===== config.mk =====
export PLATFORM = sky130hd
export DESIGN_NAME = cobs_crc8_frame_receiver_top
export DESIGN_NICKNAME = d
export VERILOG_FILES = /design/src/sv/cobsrx_pkg.sv /design/src/sv/cobsrx_front.sv /design/src/sv/cobsrx_fifo.sv /design/src/sv/cobsrx_back.sv /design/src/sv/cobs_crc8_frame_receiver_top.sv
export VERILOG_INCLUDE_DIRS = /design/src /design/src/sv
export SDC_FILE = /design/constraint.sdc
export NUM_CORES = 1
export LEC_CHECK = 0
export BUFFER_PORTS_ARGS = -buffer_cell sky130_fd_sc_hd__buf_2
export CORE_ASPECT_RATIO = 1.2
export CORE_MARGIN = 4
export CORE_UTILIZATION = 61
export CTS_CLUSTER_DIAMETER = 60
export DETAILED_ROUTE_END_ITERATION = 8
export GPL_TIMING_DRIVEN = 0
export PLACE_DENSITY = 0.8
export SYNTH_ARGS = -nofsm -noshare
export SYNTH_HDL_FRONTEND = slang
export SYNTH_SLANG_ARGS = --single-unit
export TNS_END_PERCENT = 5

===== constraint.sdc =====
create_clock -name i_clk -period 4.92 [get_ports i_clk]
set_clock_uncertainty 0.2 [all_clocks]
set_input_delay 0.738 -clock i_clk [delete_from_list [all_inputs] [get_ports i_clk]]
set_output_delay 0.738 -clock i_clk [all_outputs]
set_load 0.05 [all_outputs]

===== src/sv/assert_macros.svh =====
// ----------------------------------------------------------------------------
// Assertion macros
// Clocked assertion helpers shared by the receiver modules.
// ----------------------------------------------------------------------------
`ifndef ASSERT_MACROS_SVH
`define ASSERT_MACROS_SVH

`ifndef NO_ASSERTIONS

// property holds at every clock edge outside reset
`define ASSERT_CLK(lbl, clk, rstn, prop) \
    lbl: assert property (@(posedge clk) disable iff (!rstn) prop) \
        else $error("assertion failed");

// expression never true at a clock edge outside reset
`define ASSERT_NEVER(lbl, clk, rstn, expr) \
    lbl: assert property (@(posedge clk) disable iff (!rstn) !(expr)) \
        else $error("forbidden condition");

`else

`define ASSERT_CLK(lbl, clk, rstn, prop)
`define ASSERT_NEVER(lbl, clk, rstn, expr)

`endif

`endif


===== src/sv/cobsrx_pkg.sv =====
`timescale 1ns / 1ps
// ----------------------------------------------------------------------------
// cobsrx_pkg
// Shared types, constants and the CRC-8 step for the COBS frame receiver.
// ----------------------------------------------------------------------------
package cobsrx_pkg;

    localparam int FIFO_DEPTH = 4;
    localparam int FIFO_AW    = 2;

    localparam logic [7:0] CRC_POLY = 8'h31;
    localparam logic [7:0] CRC_INIT = 8'hFF;

    localparam logic [8:0] FRAME_OVERHEAD = 9'd5;
    localparam logic [8:0] POS_MAX        = 9'h1FF;

    localparam logic [8:0] IDX_DIST  = 9'd1;
    localparam logic [8:0] IDX_CHECK = 9'd2;
    localparam logic [8:0] IDX_LEN   = 9'd3;
    localparam logic [8:0] IDX_ID    = 9'd4;

    localparam logic CFG_START_MARKER = 1'b0;
    localparam logic CFG_MAX_PAYLOAD  = 1'b1;

    typedef enum logic [1:0] {
        KIND_ID      = 2'd0,
        KIND_PAYLOAD = 2'd1,
        KIND_END     = 2'd2
    } t_kind;

    typedef struct packed {
        t_kind      kind;
        logic [7:0] data;
        logic [7:0] position;
        logic       has_end;
        logic       good;
    } t_op;

    function automatic logic [7:0] crc8_feed(input logic [7:0] crc, input logic [7:0] b);
        logic [7:0] c;
        c = crc ^ b;
        for (int i = 0; i < 8; i++) begin
            c = c[7] ? ((c << 1) ^ CRC_POLY) : (c << 1);
        end
        return c;
    endfunction

endpackage


===== src/sv/cobsrx_front.sv =====
`timescale 1ns / 1ps
// ----------------------------------------------------------------------------
// cobsrx_front
// Accepts raw link bytes, tracks framing, undoes stuffing, runs the CRC and
// hands one operation per result-bearing byte to the queue.
// ----------------------------------------------------------------------------
`include "assert_macros.svh"

module cobsrx_front (
    input  logic              i_clk,
    input  logic              i_rst_n,
    input  logic              i_cfg_we,
    input  logic              i_cfg_index,
    input  logic [7:0]        i_cfg_wdata,
    input  logic              i_rx_valid,
    output logic              o_rx_ready,
    input  logic [7:0]        i_rx_byte,
    input  logic              i_full,
    output logic              o_push,
    output cobsrx_pkg::t_op   o_op
);
    import cobsrx_pkg::*;

    logic [7:0] r_start_marker;
    logic [7:0] r_max_payload;

    logic       r_in_frame,   n_in_frame;
    logic       r_finished,   n_finished;
    logic [8:0] r_byte_count, n_byte_count;
    logic [8:0] r_next_pos,   n_next_pos;
    logic       r_broken,     n_broken;
    logic [7:0] r_check,      n_check;
    logic [7:0] r_payload_len, n_payload_len;
    logic [7:0] r_crc,        n_crc;

    logic       w_accept;
    logic       w_stuffed;
    logic [7:0] w_dec;
    logic [7:0] w_crc;
    logic [9:0] w_sum;
    logic       w_end;
    logic [8:0] w_pos;

    assign o_rx_ready = !i_full;
    assign w_accept   = i_rx_valid && !i_full;

    assign w_stuffed = !r_broken && (r_byte_count == r_next_pos);
    assign w_dec     = w_stuffed ? r_start_marker : i_rx_byte;
    assign w_crc     = crc8_feed(r_crc, w_dec);
    assign w_sum     = {1'b0, r_next_pos} + {2'b00, i_rx_byte};
    assign w_end     = r_byte_count == ({1'b0, r_payload_len} + (FRAME_OVERHEAD - 9'd1));
    assign w_pos     = r_byte_count - FRAME_OVERHEAD;

    always_ff @(posedge i_clk) begin
        if (!i_rst_n) begin
            r_start_marker <= 8'd0;
            r_max_payload  <= 8'd255;
        end else if (i_cfg_we) begin
            unique case (i_cfg_index)
                CFG_START_MARKER: r_start_marker <= i_cfg_wdata;
                CFG_MAX_PAYLOAD:  r_max_payload  <= i_cfg_wdata;
                default:          r_max_payload  <= r_max_payload;
            endcase
        end
    end

    always_comb begin
        n_in_frame    = r_in_frame;
        n_finished    = r_finished;
        n_byte_count  = r_byte_count;
        n_next_pos    = r_next_pos;
        n_broken      = r_broken;
        n_check       = r_check;
        n_payload_len = r_payload_len;
        n_crc         = r_crc;
        o_push        = 1'b0;
        o_op          = '0;
        if (w_accept) begin
            priority if (i_rx_byte == r_start_marker) begin
                n_in_frame    = 1'b1;
                n_finished    = 1'b0;
                n_byte_count  = IDX_DIST;
                n_next_pos    = 9'd0;
                n_broken      = 1'b0;
                n_check       = 8'd0;
                n_payload_len = 8'd0;
                n_crc         = CRC_INIT;
            end else if (!r_in_frame || r_finished) begin
                n_in_frame = r_in_frame;
            end else if (r_byte_count == IDX_DIST) begin
                if (i_rx_byte == 8'd0) begin
                    n_broken = 1'b1;
                end else begin
                    n_next_pos = {1'b0, i_rx_byte} + 9'd1;
                end
                n_byte_count = IDX_CHECK;
            end else begin
                if (w_stuffed) begin
                    if (i_rx_byte == 8'd0) begin
                        n_broken = 1'b1;
                    end else begin
                        n_next_pos = (w_sum > {1'b0, POS_MAX}) ? POS_MAX : w_sum[8:0];
                    end
                end
                priority if (r_byte_count == IDX_CHECK) begin
                    n_check      = w_dec;
                    n_byte_count = IDX_LEN;
                end else if (r_byte_count == IDX_LEN) begin
                    if (w_dec > r_max_payload) begin
                        n_in_frame   = 1'b0;
                        n_byte_count = 9'd0;
                    end else begin
                        n_payload_len = w_dec;
                        n_byte_count  = IDX_ID;
                    end
                end else begin
                    n_crc         = w_crc;
                    o_push        = 1'b1;
                    o_op.kind     = (r_byte_count == IDX_ID) ? KIND_ID : KIND_PAYLOAD;
                    o_op.data     = w_dec;
                    o_op.position = (r_byte_count == IDX_ID) ? 8'd0 : w_pos[7:0];
                    o_op.has_end  = w_end;
                    o_op.good     = w_end && (w_crc == r_check) && !n_broken;
                    n_finished    = w_end;
                    n_byte_count  = r_byte_count + 9'd1;
                end
            end
        end
    end

    always_ff @(posedge i_clk) begin
        if (!i_rst_n) begin
            r_in_frame    <= 1'b0;
            r_finished    <= 1'b0;
            r_byte_count  <= 9'd0;
            r_next_pos    <= 9'd0;
            r_broken      <= 1'b0;
            r_check       <= 8'd0;
            r_payload_len <= 8'd0;
            r_crc         <= CRC_INIT;
        end else begin
            r_in_frame    <= n_in_frame;
            r_finished    <= n_finished;
            r_byte_count  <= n_byte_count;
            r_next_pos    <= n_next_pos;
            r_broken      <= n_broken;
            r_check       <= n_check;
            r_payload_len <= n_payload_len;
            r_crc         <= n_crc;
        end
    end

    `ASSERT_CLK(a_finished_in_frame, i_clk, i_rst_n, r_finished |-> r_in_frame)

endmodule


===== src/sv/cobsrx_fifo.sv =====
`timescale 1ns / 1ps
// ----------------------------------------------------------------------------
// cobsrx_fifo
// Short operation queue between the byte front end and the result back end.
// ----------------------------------------------------------------------------
`include "assert_macros.svh"

module cobsrx_fifo (
    input  logic              i_clk,
    input  logic              i_rst_n,
    input  logic              i_push,
    input  cobsrx_pkg::t_op   i_wr_op,
    input  logic              i_pop,
    output cobsrx_pkg::t_op   o_rd_op,
    output logic              o_empty,
    output logic              o_full
);
    import cobsrx_pkg::*;

    t_op                r_mem [FIFO_DEPTH];
    logic [FIFO_AW-1:0] r_wr_ptr;
    logic [FIFO_AW-1:0] r_rd_ptr;
    logic [FIFO_AW:0]   r_count;

    assign o_rd_op = r_mem[r_rd_ptr];
    assign o_empty = r_count == '0;
    assign o_full  = r_count == (FIFO_AW+1)'(FIFO_DEPTH);

    always_ff @(posedge i_clk) begin
        if (i_push) begin
            r_mem[r_wr_ptr] <= i_wr_op;
        end
    end

    always_ff @(posedge i_clk) begin
        if (!i_rst_n) begin
            r_wr_ptr <= '0;
            r_rd_ptr <= '0;
            r_count  <= '0;
        end else begin
            if (i_push) begin
                r_wr_ptr <= r_wr_ptr + 1'b1;
            end
            if (i_pop) begin
                r_rd_ptr <= r_rd_ptr + 1'b1;
            end
            unique case ({i_push, i_pop})
                2'b10:   r_count <= r_count + 1'b1;
                2'b01:   r_count <= r_count - 1'b1;
                default: r_count <= r_count;
            endcase
        end
    end

    `ASSERT_NEVER(a_no_overflow, i_clk, i_rst_n, i_push && o_full)
    `ASSERT_NEVER(a_no_underflow, i_clk, i_rst_n, i_pop && o_empty)

endmodule


===== src/sv/cobsrx_back.sv =====
`timescale 1ns / 1ps
// ----------------------------------------------------------------------------
// cobsrx_back
// Expands queued operations into result beats through an output register;
// an operation that closes a frame yields a data beat and an end beat.
// ----------------------------------------------------------------------------
`include "assert_macros.svh"

module cobsrx_back (
    input  logic              i_clk,
    input  logic              i_rst_n,
    input  cobsrx_pkg::t_op   i_op,
    input  logic              i_empty,
    output logic              o_pop,
    output logic              o_res_valid,
    input  logic              i_res_ready,
    output logic [1:0]        o_kind,
    output logic [7:0]        o_data,
    output logic [7:0]        o_position,
    output logic              o_good,
    output logic              o_last
);
    import cobsrx_pkg::*;

    logic       r_valid;
    logic       r_phase;
    t_kind      r_kind;
    logic [7:0] r_data;
    logic [7:0] r_position;
    logic       r_good;
    logic       r_last;

    logic       w_load;

    assign w_load = (!r_valid || i_res_ready) && !i_empty;
    assign o_pop  = w_load && (r_phase || !i_op.has_end);

    always_ff @(posedge i_clk) begin
        if (!i_rst_n) begin
            r_valid <= 1'b0;
            r_phase <= 1'b0;
        end else begin
            if (w_load) begin
                r_valid <= 1'b1;
                r_phase <= !r_phase && i_op.has_end;
            end else if (i_res_ready) begin
                r_valid <= 1'b0;
            end
        end
    end

    always_ff @(posedge i_clk) begin
        if (w_load) begin
            if (r_phase) begin
                r_kind     <= KIND_END;
                r_data     <= 8'd0;
                r_position <= 8'd0;
                r_good     <= i_op.good;
                r_last     <= 1'b1;
            end else begin
                r_kind     <= i_op.kind;
                r_data     <= i_op.data;
                r_position <= i_op.position;
                r_good     <= 1'b0;
                r_last     <= !i_op.has_end;
            end
        end
    end

    assign o_res_valid = r_valid;
    assign o_kind      = r_kind;
    assign o_data      = r_data;
    assign o_position  = r_position;
    assign o_good      = r_good;
    assign o_last      = r_last;

    `ASSERT_CLK(a_phase_has_head, i_clk, i_rst_n, r_phase |-> !i_empty)
    `ASSERT_CLK(a_end_is_last, i_clk, i_rst_n, (r_valid && r_kind == KIND_END) |-> r_last)

endmodule


===== src/sv/cobs_crc8_frame_receiver_top.sv =====
`timescale 1ns / 1ps
// ----------------------------------------------------------------------------
// cobs_crc8_frame_receiver_top
// COBS-stuffed frame receiver with CRC-8 check over id and payload.
// ----------------------------------------------------------------------------
// Input channel: one raw link byte per beat on i_rx_byte (i_rx_valid/o_rx_ready).
// Output channel: one decoded result per beat (o_res_valid/i_res_ready):
//   frame id, each payload byte with its position, and an end beat with
//   o_good. o_last marks the final beat caused by one input byte.
// Configuration: i_cfg_we writes i_cfg_wdata to register i_cfg_index
//   (0 start marker, 1 max payload) in the same cycle; write only when idle.
// Path: an accepted byte's operation goes through the queue into the output
//   register; an end beat is loaded once its data beat has been taken.
// Throughput: one byte per cycle while the queue has room; the closing payload
//   byte of a frame gives two beats, an extra beat at the output per frame.
// The four-entry operation queue decouples byte intake from result delivery;
//   when the receiver stalls, the queue fills and o_rx_ready drops.
// Reset: synchronous, active low; the block hunts for a marker, registers
//   return to marker 0 and max payload 255, and the queue empties.
// ----------------------------------------------------------------------------
module cobs_crc8_frame_receiver_top (
    input  logic       i_clk,
    input  logic       i_rst_n,
    input  logic       i_cfg_we,
    input  logic       i_cfg_index,
    input  logic [7:0] i_cfg_wdata,
    input  logic       i_rx_valid,
    output logic       o_rx_ready,
    input  logic [7:0] i_rx_byte,
    output logic       o_res_valid,
    input  logic       i_res_ready,
    output logic [1:0] o_kind,
    output logic [7:0] o_data,
    output logic [7:0] o_position,
    output logic       o_good,
    output logic       o_last
);
    import cobsrx_pkg::*;

    logic w_push;
    logic w_pop;
    logic w_empty;
    logic w_full;
    t_op  w_wr_op;
    t_op  w_rd_op;

    cobsrx_front u_front (
        .i_clk       (i_clk),
        .i_rst_n     (i_rst_n),
        .i_cfg_we    (i_cfg_we),
        .i_cfg_index (i_cfg_index),
        .i_cfg_wdata (i_cfg_wdata),
        .i_rx_valid  (i_rx_valid),
        .o_rx_ready  (o_rx_ready),
        .i_rx_byte   (i_rx_byte),
        .i_full      (w_full),
        .o_push      (w_push),
        .o_op        (w_wr_op)
    );

    cobsrx_fifo u_fifo (
        .i_clk   (i_clk),
        .i_rst_n (i_rst_n),
        .i_push  (w_push),
        .i_wr_op (w_wr_op),
        .i_pop   (w_pop),
        .o_rd_op (w_rd_op),
        .o_empty (w_empty),
        .o_full  (w_full)
    );

    cobsrx_back u_back (
        .i_clk       (i_clk),
        .i_rst_n     (i_rst_n),
        .i_op        (w_rd_op),
        .i_empty     (w_empty),
        .o_pop       (w_pop),
        .o_res_valid (o_res_valid),
        .i_res_ready (i_res_ready),
        .o_kind      (o_kind),
        .o_data      (o_data),
        .o_position  (o_position),
        .o_good      (o_good),
        .o_last      (o_last)
    );

endmodule


==> impl_results.md <==
- Overflow after GRT: 0
- Clock Tree Buf Depth: 2
- Worst-skew pair later-pin latency: 0.43 ns
- Most used cell, CP: nor2b_1
- CTS buffer count: 17
- Slew @ Worst Pin: 1.07 ns
- CP bufs+invs: 3
- Setup TNS: 0 ns
- CORE AREA: between 10,000 and 15,000 um2
- DR DRC count: 0
- Ports: 44
- Crit-path max FO: 10
- CTS tree: yes
- Mapped Cells: roughly 730
- Die width: about 120 um
- Layout area overhead: 11.8%
- Layout cell share with drive strength beyond 1: around 14%
- Fmax: ~0.22 GHz
- Initial DRC Count: approximately 380
- Final cycle utilization of the critical path: between 90 and 100%
- Port bufs: 42
- RD Place Congestion: between 0.8 and 0.9
- Total power: slightly below 0.003 W
- CP Class: flop to flop
- Hold_sp: u_back.r_phase
- Leakage: between 3 and 4 nW
- Worst EP arrival: ~4.8 ns
- Critical Path Source: u_front.r_byte_count[1]
- Clock power share: 43.1%
- Slew Viols, Final: 0
- Mapped cell area: roughly 8400 um2
- Commonest non-fill, non-tap cell in the layout: edfxtp_1
- DP Cell Count: roughly 940
- Crit. End Element: flop
- Ys Warns: 0
- MaxCap Viol Count: 0
- Post-synthesis register bit count: around 170
- Net switching power: about 0.0007 W
- Placed inst area: between 8000 and 9000 um2
- Post-CTS setup buffer count: 0
- Clk root buf: clkbuf_16
- Post-DRT Antenna Nets: 0
- RSZ-0062 raised after global routing: false
- WL/cell: 19.1 um
- Crit path largest cell delay: 0.58 ns
- Final worst path period need: 4.64 ns
- Yosys cell types: between 50 and 60
- Avg Synthesized Cell Area: 11.5 um2
- Vias per inst: between 5 and 6
- Worst r2r src: u_front.r_byte_count[1]
- Initial core utilization: between 60% and 70%
- Gate power share: about 5.8%
- Cell-internal power: ~0.0022 W
- First-pass GRT wire length: 30,400 um
- # setup viols final: 0
- Cell Chain, Critical Path: xnor2_1 > and3_1 > nand3_2 > buf_6 > mux2i_2 > inv_1 > ha_1 > nor2b_1 > o21a_1 > o21ai_0 > a21oi_1 > o22a_1 > or4_1 > and2_1 > clkbuf_1 > a22oi_1 > nor2b_1
- Worst VDD drop: about 0.24 mV
- Routed Wire Length: around 19,000 um
- Hold Vio Cnt, Final: 0
- Syn_nets: about 790
- Number of synthesized flops with an enable pin: 96
- Critical Path RT: between 5 and 6 ns
- Critical-path top delay cell: dfxtp_1
- Vias in the first global route: 6,045
- Sequential share of power: between 50% and 60%
- Row count: 46
- Initial antenna violation count: 0
- Worst rel slew slack: between 20 and 30%
- Sw Ratio: 23.5%
- CP top delay family: simple AND/OR/NAND/NOR gates
- Post-synthesis sequential area ratio: 51.4%
- First-pass DRT Iterations: 5
- Hold WC Path Type: flop to flop
- Final core occ: 70.4%
- Die ar.: between 15,000 and 20,000 um2
- Synth async-reset ratio: 0%
- DP Wirelength: ~14,000 um
- Most frequent cells in the layout: edfxtp_1 (96), dfxtp_1 (72), xnor2_1 (51)
- TritonCTS Sinks: ~170
- Outcome: completed
- Final instance area: 9400 um2
- Top_reg_cell synth: edfxtp_1
- Largest net degree at the start of global routing: 22
- Total GRT Usage: ~25%
- Post-route insts no fill: roughly 980
- Final net count: approximately 850
- Die height: between 100 and 150 um
- DR vias: 5,845
- CTS H-tree depth: 4
- Clock slew at reported path FFs: roughly 0.070 ns
- Diode count: 0
- Pwr dens: 308 nW/um2
- CP Launch Type: flop
layout make-up:
cell class	count	area [um2]
fillers	957	3950
plain buffers	33	154
well taps	168	210
repair buffers	42	210
clock inverters	14	116
clock buffers	18	439
inverters	39	146
flip-flops and latches	168	4320
multi-input cells	493	3800
power by group through the flow:
stage,logic [W],clock network (W),registers [W]
2_1_floorplan,0.000116,0,0.00151
3_3_place_gp,0.000157,0,0.00151
3_5_place_dp,0.000164,0,0.00151
4_1_cts,0.000166,0.00126,0.00148
5_1_grt,0.000181,0.00133,0.00148
6_report,0.000167,0.00125,0.00148
sequential cells by signal, indices dropped and copies added (netlist names), 2 cells and up, named ones only:
| name | cells |
|---|---|
| u_front.r_crc | 8 |
| u_front.r_byte_count | 9 |
| u_fifo.r_mem | 76 |
| u_front.r_payload_len | 8 |
| u_fifo.r_rd_ptr | 2 |
| u_back.o_position | 8 |
| u_front.r_max_payload | 8 |
| u_back.o_kind | 2 |
| u_back.o_data | 8 |
| u_front.r_next_pos | 9 |
| u_fifo.r_count | 3 |
| u_front.r_start_marker | 8 |
| u_front.r_check | 8 |
| u_fifo.r_wr_ptr | 2 |
through the flow:
step / hold WS (ns) / worst slack [ns]
2_1_floorplan: 0.244 / 1.19
3_3_place_gp: 0.262 / 0.344
3_5_place_dp: 0.262 / 0.269
4_1_cts: 0.278 / 0.273
5_1_grt: 0.308 / 0.0919
6_report: 0.277 / 0.279
logic make-up after synthesis:
family	count (synthesis)	share of synthesized area, %
simple gates	234	14.7
flops	168	51.4
mux	46	8.35
xor+xnor	78	8.69
fa+ha+maj	30	4.64
compound gates	105	8.64
buf+inv	72	3.57
repair_timing:
item / in CTS / in global routing
resized for setup: 0 / 1
hold buffers: 0 / 0
setup endpoints to repair: 0 / 4
cell usage after synthesis (all sizes together), types with 19 or more instances:
master   n  area (um2)
ha      28         350
mux4    19         428
nand2   50         188
clkbuf  26        97.6
xnor2   53         479
nor2b   39         244
xor2    23         201
edfxtp  96        2880
and2    34         213
dfxtp   72        1440
nor2    43         161
inv     39         146
mux2i   27         274
path summary, 6_finish.rpt:
path                              end  slack [ns]  depth (start not counted)
max          u_front.r_payload_len[2]        0.28                         17
min                  u_back.o_kind[1]        0.28                          0
min reg2reg          u_back.o_kind[1]        0.28                          0
max reg2reg  u_front.r_payload_len[2]        0.28                         17
layer usage:
metal  vias up  GRT usage [%]  share of wire (%)
met5         -              0                  0
met4         0           10.6                3.7
met3        49           5.75                5.1
met2       202           44.4                 52
met1      2849           29.3                 39
li1       2745              -                  -
No activity file was read; power rests on OpenSTA's default activity.
